==> src/rtl/icfv_pkg.sv <==
// Package for the inverse-cube field vector pipeline.
// Word types, stage payload types, widths and register codes; no dependencies.
package icfv_pkg;

    localparam int DW  = 25;   // difference component
    localparam int QW  = 50;   // sum of squares
    localparam int LW  = 25;   // distance
    localparam int PW  = 56;   // strength times |d|
    localparam int NW  = 104;  // dividend
    localparam int DNW = 100;  // divisor
    localparam int QTW = 32;   // quotient bits
    localparam int CW  = 132;  // divider compare width

    localparam logic [31:0] STRENGTH_RST = 32'd65536;
    localparam logic [15:0] MIN_DIST_RST = 16'd66;

    localparam logic [0:0] CFG_STRENGTH = 1'b0;
    localparam logic [0:0] CFG_MIN_DIST = 1'b1;

    typedef struct packed {
        logic signed [23:0] observer_x;
        logic signed [23:0] observer_y;
        logic signed [23:0] observer_z;
        logic signed [23:0] magnet_x;
        logic signed [23:0] magnet_y;
        logic signed [23:0] magnet_z;
        logic               polarity;
    } t_in_word;

    typedef struct packed {
        logic signed [31:0] field_x;
        logic signed [31:0] field_y;
        logic signed [31:0] field_z;
        logic               saturated;
    } t_out_word;

    typedef struct packed {
        logic [2:0]         neg;
        logic               zero;
        logic [2:0][PW-1:0] num;
    } t_side;

    typedef struct packed {
        logic [QW-1:0] rem;
        logic [QW:0]   root;
        t_side         side;
    } t_sq_word;

    typedef struct packed {
        logic [2:0][NW-1:0]  rem;
        logic [2:0][QTW-1:0] quo;
        logic [2:0]          ovf;
        logic [2:0]          neg;
        logic                zero;
        logic [DNW-1:0]      den;
    } t_dv_word;

endpackage

==> src/rtl/icfv_if.sv <==


interface icfv_out_if;
    import icfv_pkg::*;
    logic      valid;
    logic      ready;
    t_out_word data;
    modport source (output valid, output data, input ready);
    modport sink (input valid, input data, output ready);
endinterface

==> src/rtl/icfv_out.sv <==
// Sign, saturation and the output register with its skid stage.
// Depends on icfv_pkg and icfv_if.
module icfv_out (
    input  logic               i_clk,
    input  logic               i_rst_n,
    input  logic               i_valid,
    input  icfv_pkg::t_dv_word i_data,
    output logic               o_skid_full,
    icfv_out_if.source         o_out
);
    import icfv_pkg::*;

    logic            r_out_v, r_skid_v;
    t_out_word       r_out, r_skid, n_word;
    logic [2:0][31:0] w_f;
    logic [2:0]      w_sat;
    logic            w_take, w_wr;

    always_comb begin
        for (int i = 0; i < 3; i++) begin
            w_f[i]   = '0;
            w_sat[i] = 1'b0;
            if (!i_data.zero) begin
                if (i_data.neg[i]) begin
                    if (i_data.ovf[i] || (i_data.quo[i][31] && (i_data.quo[i][30:0] != '0))) begin
                        w_f[i]   = 32'h8000_0000;
                        w_sat[i] = 1'b1;
                    end else begin
                        w_f[i] = 32'd0 - i_data.quo[i];
                    end
                end else begin
                    if (i_data.ovf[i] || i_data.quo[i][31]) begin
                        w_f[i]   = 32'h7FFF_FFFF;
                        w_sat[i] = 1'b1;
                    end else begin
                        w_f[i] = i_data.quo[i];
                    end
                end
            end
        end
        n_word.field_x   = w_f[0];
        n_word.field_y   = w_f[1];
        n_word.field_z   = w_f[2];
        n_word.saturated = |w_sat;
    end

    assign w_take = r_out_v && o_out.ready;
    assign w_wr   = i_valid && !r_skid_v;

    always_ff @(posedge i_clk) begin
        if (!i_rst_n) begin
            r_out_v  <= 1'b0;
            r_skid_v <= 1'b0;
        end else if (!r_out_v || w_take) begin
            if (r_skid_v) begin
                r_out_v  <= 1'b1;
                r_skid_v <= 1'b0;
            end else begin
                r_out_v <= w_wr;
            end
        end else if (w_wr) begin
            r_skid_v <= 1'b1;
        end
    end

    always_ff @(posedge i_clk) begin
        if (!r_out_v || w_take) begin
            r_out <= r_skid_v ? r_skid : n_word;
        end
        if (r_out_v && !w_take && w_wr) begin
            r_skid <= n_word;
        end
    end

    assign o_skid_full = r_skid_v;
    assign o_out.valid = r_out_v;
    assign o_out.data  = r_out;
endmodule

==> src/flat_wrapper.sv <==
// flat-port wrapper written by rule: the top's interface ports become plain ports
module icfv_out_flat import icfv_pkg::*;
  (i_clk, i_rst_n, i_valid, i_data, o_skid_full, o_out_valid, o_out_data, o_out_ready);
  icfv_out_if o_out_i ();
  input  logic i_clk;
  input  logic i_rst_n;
  input  logic i_valid;
  input  icfv_pkg::t_dv_word i_data;
  output logic o_skid_full;
  output wire logic [$bits(o_out_i.valid)-1:0] o_out_valid;
  output wire logic [$bits(o_out_i.data)-1:0] o_out_data;
  input wire logic [$bits(o_out_i.ready)-1:0] o_out_ready;
  assign o_out_valid = o_out_i.valid;
  assign o_out_data = o_out_i.data;
  assign o_out_i.ready = o_out_ready;
  icfv_out u_core (.i_clk(i_clk), .i_rst_n(i_rst_n), .i_valid(i_valid), .i_data(i_data), .o_skid_full(o_skid_full), .o_out(o_out_i));
endmodule
==> config.mk <==
export PLATFORM = sky130hd
export DESIGN_NAME = icfv_out_flat
export DESIGN_NICKNAME = d
export VERILOG_FILES = /design/src/rtl/icfv_pkg.sv /design/src/rtl/icfv_if.sv /design/src/rtl/icfv_out.sv /design/src/flat_wrapper.sv
export SDC_FILE = /design/constraint.sdc
export NUM_CORES = 1
export LEC_CHECK = 0
export BUFFER_PORTS_ARGS = -buffer_cell sky130_fd_sc_hd__clkbuf_2
export CAP_MARGIN = 20
export CORE_AREA = 5 5 237 239
export CTS_CLUSTER_DIAMETER = 30
export DETAILED_ROUTE_END_ITERATION = 8
export DIE_AREA = 0 0 242 244
export PLACE_DENSITY = 0.46
export SLEW_MARGIN = 0
export SYNTH_ARGS = -nofsm -noshare
export SYNTH_HDL_FRONTEND = slang
export SYNTH_SLANG_ARGS = --single-unit
==> constraint.sdc <==
create_clock -name i_clk -period 33 [get_ports i_clk]
set_input_delay 4.95 -clock i_clk [delete_from_list [all_inputs] [get_ports i_clk]]
set_output_delay 4.95 -clock i_clk [all_outputs]
set_load 0.02 [all_outputs]
==> results_dict.tcl <==
set metrics [dict create \
    outcome "complete, no violations" \
    dr_wl_met3_um 2385 \
    ys_async_sr_fraction_pct 0 \
    pwr-share-comb_pct 15.6 \
    worst-path-max-fanout 45 \
    clkPwrFrac_pct 35.7 \
    grt.total_usage_pct 12.78 \
    clock-skew-final_ps 9.768 \
    net-switching-power_mw 0.1878 \
    critPathKind "primary input to flop" \
    path_cells "clkbuf_2, clkinv_1, a311oi_1, or2_1, buf_4, o31ai_1" \
    reg2reg_from "u_core.o_out.valid" \
    multi_input_area_sq_um 4323 \
    overflow 0 \
    critical_path_arrival_ps 8240 \
    internal_power_mw 0.4228 \
    ctsLongestPathBuffers 2 \
    hpwl_um 28400 \
    hold_ws_ps 534.1 \
    antenna_found_initial 6 \
    layout_min_cycle_time_ps 8063 \
    dieArea_sq_um 59050 \
    placed_area_sq_um 12250 \
    synth_warnings 0 \
    cts.clk_slew.worst_paths_ps 80 \
    wl_per_cell_um 20.28 \
    grt_max_degree 79 \
    met2WireLength_um 18650 \
    routed_via_density 4.689 \
    startpoint_type "primary input" \
    fin_ws_ps 24940 \
    syn2layout_area_growth_pct 22.66 \
    synthFlopType "edfxtp_1" \
    vdd_drop_max_mv 0.03310 \
    drive_gt1_share_pct 24.67 \
    power_mw 0.6106 \
    portBuffers 205 \
    p_leak_nw 4.584 \
    drt_iter0_drc 624 \
    clk_latency_ps 490 \
    htree_levels 4 \
    grt_pass1_wl_um 56570 \
    swShare_pct 30.75 \
    regArea_sq_um 5869 \
    crit_start "i_data[103]" \
    fp.dieW_um 242 \
    setup_tns_ps 0 \
    routed_wl_um 38520 \
    die_h_um 244 \
    core_sq_um 53600 \
    cp_slowest_stage_delay_ps 860 \
    cap_violations 0 \
    fin_nets 1709 \
    vias 8905 \
    holdBufCountCts 0 \
    cts_root_buffer "clkbuf_16" \
    syn-cell-area_sq_um 10490 \
    min_path_type "flop to flop" \
    endpoint_kind "flop" \
    cts_sinks 196 \
    grt_pass1_vias 8425 \
    finalWeightedCongestion 0.8458 \
    synth_edf_count 194 \
    required_ps 33180 \
    synth_cells 1014 \
    tightest_slew_ps 1021 \
    finalSetupViolations 0 \
    period_share_pct 24.43 \
    io_pins 618 \
    rows 85 \
    antenna_left 0 \
    ys_types 79 \
    stdcell_area_sq_um 12870 \
    initial_core_util_pct 19.58 \
    reg2reg_slack_ps 30180 \
    cp_top_family "buffers and inverters" \
    ys_seq_elements 196 \
    final-hold-violation-count 0 \
    post_cts_buffers 0 \
    cts_buffers 17 \
    avgSynthCellArea_sq_um 10.35 \
    post_cts_resized 0 \
    highest_layer "met5" \
    relSlewSlack_pct 31.93 \
    drc_errors 0 \
    cp_slowest_cell "a311oi_1" \
    drt-pass1-iter-count 5 \
    min_from "u_core.r_skid[67]" \
    dp_slack_ps 24390 \
    worst-path-buf-inv 3 \
    rsz0062_at_grt "no" \
    wl_met1_um 15510 \
    fillers 5866 \
    pwr_density_cell_nw_per_um2 47.44 \
    synth_fp_nets 1536 \
    ys_seq_area_share_pct 55.90 \
    cts_tree "yes" \
    fmax_ghz 0.1240 \
    seq_power_share_pct 48.7 \
    slew_violations 0 \
]
-- kinds of logic (layout without fill, tap and decap cells) --
group                      Yosys count  after routing  synth area share (%)
adders and majority gates            3              3                0.3578
AOI/OAI and AO/OA                  281            281                 17.68
other                                0              3                     0
buffers and inverters               81            267                 3.076
muxes                               27             27                 2.814
DFF                                196            196                 55.90
and+or+nand+nor                    421            421                 19.75
xor gates and xnor gates             5              5                0.4173
-- worst paths after layout --
check	to	depth (start not counted)
worst min register to register	u_core.o_out.data[67]	2
worst max-delay path	u_core.o_out.data[11]	6
worst min-delay path	u_core.o_out.data[67]	2
worst max register to register	u_core.r_skid[2]	4
-- through the flow --
stage	std cells	utilization, %
finish	1899	24.01
global route	1897	24.00
CTS	1896	24.00
detailed placement	1864	22.85
global placement	1864	22.85
floorplan	1014	-
-- per-layer routing --
layer | GRT usage [%] | vias up
met5 | 0 | -
met4 | 6.579 | 6
met3 | 4.193 | 58
met2 | 21.46 | 247
met1 | 14.60 | 4334
li1 | - | 4260
-- layout make-up --
type,instances,share of cell area [%]
Multi-Input combinational cell,737,33.59
Clock inverter,15,1.449
Timing Repair Buffer,218,8.730
Clock buffer,17,3.305
Tap cell,696,6.766
Inverter,17,0.4958
Sequential cell,196,45.61
Antenna cell,3,0.05833
-- worst reg2reg max path: stages (launching register included) --
cell and delay (ps):
dfxtp_1 390, nand2b_4 370, nor3b_2 300, buf_4 730, buf_4 650
-- layout by cell type (no fill, tap or decap), types with 6 or more instances in the layout --
cell type	instances
clkbuf_2	205
edfxtp_1	194
nor2_1	125
nand2_1	125
o21ai_0	60
a21oi_1	52
o31ai_1	30
nor3_1	28
nand3_1	28
nor4_1	22
a31oi_1	19
mux2_2	18
o22ai_1	17
clkbuf_16	17
inv_1	16
buf_4	13
a311oi_1	12
o21ai_1	11
or3_1	10
and3_1	10
or4_1	10
nand4_1	9
o211ai_1	9
a211oi_1	8
nor2b_1	8
mux2i_1	7
o41ai_1	6
a22o_1	6
clkinv_8	6
-- synth_stat cells, types with 11 or more instances --
cell type | n | share of area [%]
a21oi_1 | 52 | 2.5
a311oi_1 | 12 | 1.0
o22ai_1 | 17 | 1.0
mux2_2 | 18 | 1.9
nand3_1 | 28 | 1.3
o21ai_0 | 60 | 2.9
nor3_1 | 28 | 1.3
nor4_1 | 22 | 1.3
clkbuf_1 | 50 | 1.8
nor2_1 | 125 | 4.5
o31ai_1 | 30 | 2.1
o21ai_1 | 11 | 0.52
inv_1 | 16 | 0.57
a31oi_1 | 20 | 1.2
edfxtp_1 | 194 | 56
nand2_1 | 125 | 4.5
-- power groups by stage --
stage	sequential (mW)	combinational, mW	clock (mW)
6_report	0.297	0.0952	0.218
5_1_grt	0.300	0.104	0.236
4_1_cts	0.298	0.0975	0.228
2_1_floorplan	0.319	0.0363	0
3_3_place_gp	0.303	0.0969	0
3_5_place_dp	0.303	0.0972	0
-- flip-flops by register name, summed over array words and instances, names as in the netlist --
register / cells
u_core.o_out.valid: 1
u_core.o_skid_full: 1
u_core.o_out.data: 97
u_core.r_skid: 97
No activity file was read; power rests on OpenSTA's default activity.
