File: src/rtl/icfv_pkg.sv
// Package for the inverse-cube field vector pipeline.
// Word types, stage payload types, widths and register codes; no dependencies.
package icfv_pkg;

    localparam int DW  = 25;   // difference component
    localparam int QW  = 50;   // sum of squares
    localparam int LW  = 25;   // distance
    localparam int PW  = 56;   // strength times |d|
    localparam int NW  = 104;  // dividend
    localparam int DNW = 100;  // divisor
    localparam int QTW = 32;   // quotient bits
    localparam int CW  = 132;  // divider compare width

    localparam logic [31:0] STRENGTH_RST = 32'd65536;
    localparam logic [15:0] MIN_DIST_RST = 16'd66;

    localparam logic [0:0] CFG_STRENGTH = 1'b0;
    localparam logic [0:0] CFG_MIN_DIST = 1'b1;

    typedef struct packed {
        logic signed [23:0] observer_x;
        logic signed [23:0] observer_y;
        logic signed [23:0] observer_z;
        logic signed [23:0] magnet_x;
        logic signed [23:0] magnet_y;
        logic signed [23:0] magnet_z;
        logic               polarity;
    } t_in_word;

    typedef struct packed {
        logic signed [31:0] field_x;
        logic signed [31:0] field_y;
        logic signed [31:0] field_z;
        logic               saturated;
    } t_out_word;

    typedef struct packed {
        logic [2:0]         neg;
        logic               zero;
        logic [2:0][PW-1:0] num;
    } t_side;

    typedef struct packed {
        logic [QW-1:0] rem;
        logic [QW:0]   root;
        t_side         side;
    } t_sq_word;

    typedef struct packed {
        logic [2:0][NW-1:0]  rem;
        logic [2:0][QTW-1:0] quo;
        logic [2:0]          ovf;
        logic [2:0]          neg;
        logic                zero;
        logic [DNW-1:0]      den;
    } t_dv_word;

endpackage

File: src/rtl/icfv_sqrt_step.sv
// One digit step of the integer square root, one register stage.
// Depends on icfv_pkg.
module icfv_sqrt_step #(
    parameter int unsigned STEP = 0
) (
    input  logic               i_clk,
    input  logic               i_rst_n,
    input  logic               i_en,
    input  logic               i_valid,
    input  icfv_pkg::t_sq_word i_data,
    output logic               o_valid,
    output icfv_pkg::t_sq_word o_data
);
    import icfv_pkg::*;

    localparam logic [QW:0] BIT_W = (QW + 1)'(1) << (2 * (LW - 1 - STEP));

    logic        r_v;
    t_sq_word    r_data, n_data;
    logic [QW:0] w_sum;

    always_comb begin
        n_data = i_data;
        w_sum  = i_data.root + BIT_W;
        if ({1'b0, i_data.rem} >= w_sum) begin
            n_data.rem  = i_data.rem - w_sum[QW-1:0];
            n_data.root = (i_data.root >> 1) + BIT_W;
        end else begin
            n_data.root = i_data.root >> 1;
        end
    end

    always_ff @(posedge i_clk) begin
        if (!i_rst_n) begin
            r_v <= 1'b0;
        end else if (i_en) begin
            r_v <= i_valid;
        end
    end

    always_ff @(posedge i_clk) begin
        if (i_en) begin
            r_data <= n_data;
        end
    end

    assign o_valid = r_v;
    assign o_data  = r_data;
endmodule

File: config.mk
export PLATFORM = sky130hd
export DESIGN_NAME = icfv_sqrt_step
export DESIGN_NICKNAME = d
export VERILOG_FILES = /design/src/rtl/icfv_pkg.sv /design/src/rtl/icfv_sqrt_step.sv
export SDC_FILE = /design/constraint.sdc
export NUM_CORES = 1
export LEC_CHECK = 0
export ABC_CLOCK_PERIOD_IN_PS = 5150
export BUFFER_PORTS_ARGS = -buffer_cell sky130_fd_sc_hd__buf_2
export CAP_MARGIN = 20
export CORE_AREA = 2 2 214 216
export CTS_CLUSTER_DIAMETER = 100
export DETAILED_ROUTE_END_ITERATION = 12
export DIE_AREA = 0 0 216 218
export GPL_TIMING_DRIVEN = 1
export PLACE_DENSITY_LB_ADDON = 0.05
export RECOVER_POWER = 100
export SYNTH_ARGS = -nofsm -noshare
export SYNTH_HDL_FRONTEND = slang
export SYNTH_SLANG_ARGS = --single-unit
File: constraint.sdc
create_clock -name i_clk -period 5.15 [get_ports i_clk]
set_clock_uncertainty 0.05 [all_clocks]
set_input_delay 1.545 -clock i_clk [delete_from_list [all_inputs] [get_ports i_clk]]
set_output_delay 1.545 -clock i_clk [all_outputs]
set_load 0.02 [all_outputs]
==> metrics.txt, run 1 <==
die width 216 µm; clk sinks 274; DIE AREA 47,090 µm²; pwr/cell area 381.7 nW/µm²; max_slew headroom -51.55%; initial DRC count 453; Chip Height 218 µm; RSZ-0062 raised after global routing no; failing checks capacitance limit, slew limit; Hold Path Class reg -> reg; Root Driver clkbuf_16; drt wl/cell 22.00 µm; TritonCTS Buffers 35; IO Pins 551; Finish-stage setup viols 0; Post-DRT Antenna Nets 0; routability cong. 0.8124; status finished, violations left; placed cell area 15,950 µm²; mux cell area share after synthesis 6.130%; CP required 5.38 ns; synth top area cells edfxtp_1 (66%), mux2_4 (5.5%), ha_1 (5.2%); main combinational cell family by area after synthesis compound AO/OA/AOI/OAI gates; design area 16,450 µm²; cts repair resizes 0; vias per inst 4.424; clock buffer depth 3; part of the cycle the worst path needs 91.74%; Post-Synth Simple-Gate Area 5.989%; Rows 78; fin crit period 4.725 ns; most frequent cell after synthesis edfxtp_1; Slew @ Worst Pin 2.273 ns; Worst Setup Start Kind primary input; worst skew pair latency 0.53 ns; R2R depth 2; Clock power frac 38.2%; initial core utilization 27.78%; worst vdd ir 0.0002120 V; Critical Path End Type register; GRT Max-Usage Layer met2; CTS tree yes; port bufs 550; LEAKAGE 0.006453 µW; Fin. Hold Viols 0; Synth Register Bits 274; GRT Overall Usage 18.23%; Fmax achieved 211.7 MHz; Syn Nets 1,165; Synth top cells by count edfxtp_1 (273), inv_1 (63), a21oi_1 (62); Slew Viols, Final 256; total wire length after detailed routing 45,120 µm; detailed placement HPWL 36,070 µm; DR vias 9,073; Synth Area per Inst 14.94 µm²; Arr. time, crit path 4.95 ns; DRC viols 0; Synth async-reset ratio 0%; synth unique cells 63; total number of H-tree levels 2; area fraction in compound gates after synthesis 8.708%; Yosys top cell area share 65.73%; total power draw 6281 µW; final net count 1,754; hold buffers post-CTS 0; 1st-pass router iterations 5; register area share after synthesis 65.89%; cell taking the most area after synthesis edfxtp_1; Pint 4497 µW; vias in the first global route 9,167; number of synthesis warnings 0; Area growth syn-to-layout 31.92%; Sw Pwr 1784 µW; sequential power share 43.6%; Post-Synthesis Cells 835; combinational power share 18.2%; hold path cells 2; first-pass GRT wire length 62,730 µm; GRT overflow 0; layout cells sized above 1 23.46%; Post-Syn Area 12,470 µm²; post-CTS setup buffers 0; EDFF count, synth 273; max_cap viols 3; ys flop type edfxtp_1; core footprint 44,890 µm²; post-synthesis xor/xnor area fraction 3.441%; met1 Track Usage GR 21.42%; class of the most critical setup path in -> reg; met2 Use GR 32.41%; largest net degree at the start of global routing 86; Clock Pin Slew Worst Setup and Hold Paths 0.05 ns; antenna violations before repair 10; Post-Synth Adder-Cell Area 5.377%; switching share of power 28.40%; met3 usage 5.174%; CP max FO 25
==> power by group through the flow <==
| stage | Sequential (µW) | Clock [µW] | Combinational [µW] |
|---|---|---|---|
| 6_report | 2740 | 2400 | 1140 |
| 5_1_grt | 2760 | 2570 | 1240 |
| 4_1_cts | 2730 | 2490 | 1280 |
| 3_5_place_dp | 2770 | 0 | 1270 |
| 3_3_place_gp | 2770 | 0 | 1270 |
| 2_1_floorplan | 3030 | 0 | 492 |
==> cells in the final DEF, fill, tap and decap left out, types with 32 or more instances in the layout <==
| cell | n |
|---|---|
| nand2_1 | 45 |
| o21ai_0 | 32 |
| buf_2 | 232 |
| inv_1 | 63 |
| nor2_1 | 33 |
| clkbuf_1 | 320 |
| edfxtp_1 | 273 |
| mux2_1 | 41 |
| clkbuf_16 | 36 |
| ha_1 | 52 |
| a21oi_1 | 62 |
==> layout make-up <==
| class | instances | area, µm² |
|---|---|---|
| inverter | 63 | 236.5 |
| tap | 600 | 750.7 |
| multi-input combinational | 472 | 3546 |
| clock inverter | 23 | 202.7 |
| fill | 4669 | 28440 |
| sequential | 274 | 8218 |
| antenna | 2 | 5.005 |
| clock buffer | 39 | 912.1 |
| timing repair buffer | 578 | 2582 |
==> critical path, cell delays in order <==
cell and delay, ns:
clkbuf_1 0.17, inv_1 0.09, ha_1 0.31, nor2b_2 0.18, o2111ai_2 0.17, a2111oi_4 0.47, o211ai_2 0.18, a2111oi_2 0.44
nor3_1 0.13, o41ai_2 0.41, o21a_4 0.26, buf_12 0.21, mux2_1 0.35
==> routing by layer <==
metal / vias up / wire length [µm]
li1: 4323 / -
met1: 4354 / 17970
met3: 68 / 2998
met5: - / 66
met2: 318 / 23030
met4: 10 / 1059
==> flip-flops by register name (all words and copies together) (netlist names) <==
register and count:
o_valid 1, o_data 273
==> final timing paths <==
path,startpoint,endpoint,slack (ns)
max,i_data[173],o_data[256],0.43
max reg2reg,o_valid,o_valid,4.47
min,o_valid,o_valid,0.47
min reg2reg,o_valid,o_valid,0.47
==> cell families (layout without fill, tap and decap cells) <==
family,after synthesis,after routing
AO/OA/AOI/OAI,165,165
XOR/XNOR,49,49
adder cells (fa/ha/maj),53,53
buffers and inverters,89,703
flip-flops,274,274
multiplexers,53,53
other,0,2
AND/OR/NAND/NOR,152,152
==> stage by stage <==
stage	hold slack, ns	setup TNS [ns]	instances	worst slack [ns]	util [%]
after floorplan	0.5393	0	835	0.4298	-
after detailed placement	0.4550	-1.840	1987	-0.07127	35.52
after global placement	0.4504	0	1987	0.0005262	35.52
after CTS	0.4718	0	2049	0.4860	38.00
after global routing	0.5016	0	2050	0.1603	36.64
final	0.4740	0	2051	0.4255	36.65
Note: power is estimated with default switching activity, not from simulation.
==> inputs of run 2 (changes only) <==
--- a/config.mk
+++ b/config.mk
@@ -8,10 +8,12 @@
 export ABC_CLOCK_PERIOD_IN_PS = 5150
 export BUFFER_PORTS_ARGS = -buffer_cell sky130_fd_sc_hd__buf_2
 export CAP_MARGIN = 20
-export CORE_AREA = 2 2 214 216
+export CELL_PAD_IN_SITES_DETAIL_PLACEMENT = 1
+export CELL_PAD_IN_SITES_GLOBAL_PLACEMENT = 2
+export CORE_AREA = 2 2 216 218
 export CTS_CLUSTER_DIAMETER = 100
 export DETAILED_ROUTE_END_ITERATION = 12
-export DIE_AREA = 0 0 216 218
+export DIE_AREA = 0 0 218 220
 export GPL_TIMING_DRIVEN = 1
 export PLACE_DENSITY_LB_ADDON = 0.05
 export RECOVER_POWER = 100
==> run 2 against run 1 <==
  * The run still ends with capacitance limit, slew limit left
  * Sequential share of layout area decreased by 0.25 points
  * Worst hold slack improved by 0.0011 ns
  * Non-clock buffer count increased by 3
  * Register-to-register slack got worse by 0.02 ns
  * Fmax decreased by 0.40%
  * Largest cell class unchanged
==> metrics.txt, run 2 (same netlist as run 1, synthesis figures left out) <==
status finished, violations left; failing checks capacitance limit, slew limit; Fin. Hold Viols 0 (unchanged); IO Pins 551 (unchanged); R2R depth 2 (unchanged); max_slew headroom -103.6% (-52 points); Clock Pin Slew Worst Setup and Hold Paths 0.06 ns (about the same); Reg-to-Reg Start o_valid; Hold Path Class reg -> reg; final net count 1,757 (+0.17%); placed insts 1,997 (+0.50%); Fmax achieved 210.8 MHz (-0.40%); commonest non-fill, non-tap cell in the layout clkbuf_1; CP required 5.37 ns (about the same); Critical Path End Type register; WP buf/inv 3 (unchanged); GRT Overall Usage 19.72% (+1.5 points); LEAKAGE 0.006487 µW (+0.53%); Worst Setup EP o_data[242]; DIE AREA 47,960 µm² (+1.9%); drt wl/cell 23.81 µm (+8.2%); RSZ-0062 raised after global routing no; total power draw 6315 µW (+0.54%); most frequent cells in the layout clkbuf_1 (319), edfxtp_1 (273), buf_2 (237); FF-to-FF End o_valid; max incr delay on CP 0.47 ns (about the same); CP cell instances clkbuf_1, inv_1, ha_1, nor2b_2, o2111ai_2, a2111oi_4, o211ai_2, a2111oi_2, nor3_1, o41ai_2, o21a_4, buf_12, mux2_1; pwr/cell area 381.9 nW/µm² (about the same); CP max FO 24 (-4.0%); Worst Setup Start Kind primary input; Worst path slowest cell a2111oi_2; number of flip-flops in the largest register 273 (unchanged); class of the most critical setup path in -> reg; port bufs 550 (unchanged); core footprint 45,860 µm² (+2.2%); hold buffers post-CTS 0 (unchanged); detailed placement HPWL 39,630 µm (+9.9%); reg-to-reg setup timing slack 4.45 ns (-0.02 ns); clk sinks 274 (unchanged); Area growth syn-to-layout 32.57%; part of the cycle the worst path needs 92.11% (+0.37 points); total number of H-tree levels 2 (unchanged); initial DRC count 479 (+5.7%); fin crit period 4.744 ns (+0.01919 ns); Root Driver clkbuf_16; Slew Viols, Final 102 (-60%); worst vdd ir 0.0002193 V (+3.5%); Finish-stage setup viols 0 (unchanged); hold_ws 0.4751 ns (+0.001057 ns); Rows 79 (+1.3%); Met1 Wirelength 18,900 µm (+5.2%); CP startpoint i_data[173]; met2 routed WL 25,450 µm (+11%); DR vias 9,262 (+2.1%); antenna violations before repair 21 (+11); CTS tree yes; DRC viols 0 (unchanged); clock buffer depth 3 (unchanged); TritonCTS Buffers 35 (unchanged); highest metal used met5; total wire length after detailed routing 49,150 µm (+8.9%); Post-DRT Antenna Nets 0 (unchanged); Arr. time, crit path 4.96 ns (about the same); worst setup margin 0.4063 ns (-0.01919 ns); metal3 WL 3535 µm (+18%); final non-filler cell total 2,064 (+0.63%); post-CTS setup buffers 0 (unchanged); largest net degree at the start of global routing 104 (+21%); cts repair resizes 0 (unchanged); first-pass GRT wire length 67,850 µm (+8.2%); DP Worst Slack -0.05236 ns (+0.01891 ns); CP top delay family compound AO/OA/AOI/OAI gates; die width 218 µm (+0.93%); layout cells sized above 1 23.76% (+0.30 points); routability cong. 0.8523 (+4.9%); Filler Cells Inserted 5,166 (+11%); 1st-pass router iterations 4 (-1); initial core utilization 27.19% (-0.59 points); critical path depth 13 (unchanged); Chip Height 220 µm (+0.92%); vias in the first global route 9,550 (+4.2%); vias per inst 4.487 (+1.4%); worst skew pair latency 0.54 ns (about the same); Slew @ Worst Pin 3.054 ns (+0.7805 ns); GRT overflow 0 (unchanged); max_cap viols 1 (-2)
[run 2: layer usage]
metal | global-route usage [%] | vias up
li1 | - | 4329
met1 | 22.28 | 4514
met2 | 35.44 | 320
met3 | 6.432 | 77
met4 | 5.578 | 22
met5 | 0 | -
[run 2: layout make-up]
class,count,area (µm²),share of cell area (%)
clock inverter,20,185.2,1.120
tap,607,759.5,4.593
multi-input combinational,472,3553,21.49
antenna,5,12.51,0.07567
sequential,274,8218,49.70
timing repair buffer,581,2646,16.00
inverter,63,236.5,1.430
clock buffer,42,923.4,5.585
[run 2: worst min-delay path by stage]
stage	cells after the start	start	slack, ns	endpoint
6_report	2	o_valid	0.48	o_valid
5_1_grt	2	o_valid	0.52	o_valid
4_1_cts	2	o_valid	0.47	o_valid
3_5_place_dp	2	o_valid	0.45	o_valid
3_3_place_gp	2	o_valid	0.45	o_valid
2_1_floorplan	2	o_valid	0.54	o_valid
[run 2: where the power goes]
| group | total [µW] | switching [µW] | internal (µW) |
|---|---|---|---|
| registers | 2740 | 57.4 | 2680 |
| clock network | 2400 | 970 | 1430 |
| logic | 1170 | 780 | 392 |
[run 2: worst reg2reg max path, stage by stage (launching register included)]
cell and delay [ns]:
dfxtp_1 0.33, mux2i_1 0.07, nor2b_1 0.19
[run 2: through the flow]
step | util, % | TNS (ns) | area (µm²)
global route | 36.04 | 0 | 16530
floorplan | - | 0 | 12470
finish | 36.05 | 0 | 16530
detailed placement | 34.83 | -1.154 | 15980
global placement | 34.83 | 0 | 15980
CTS | 37.25 | 0 | 17090
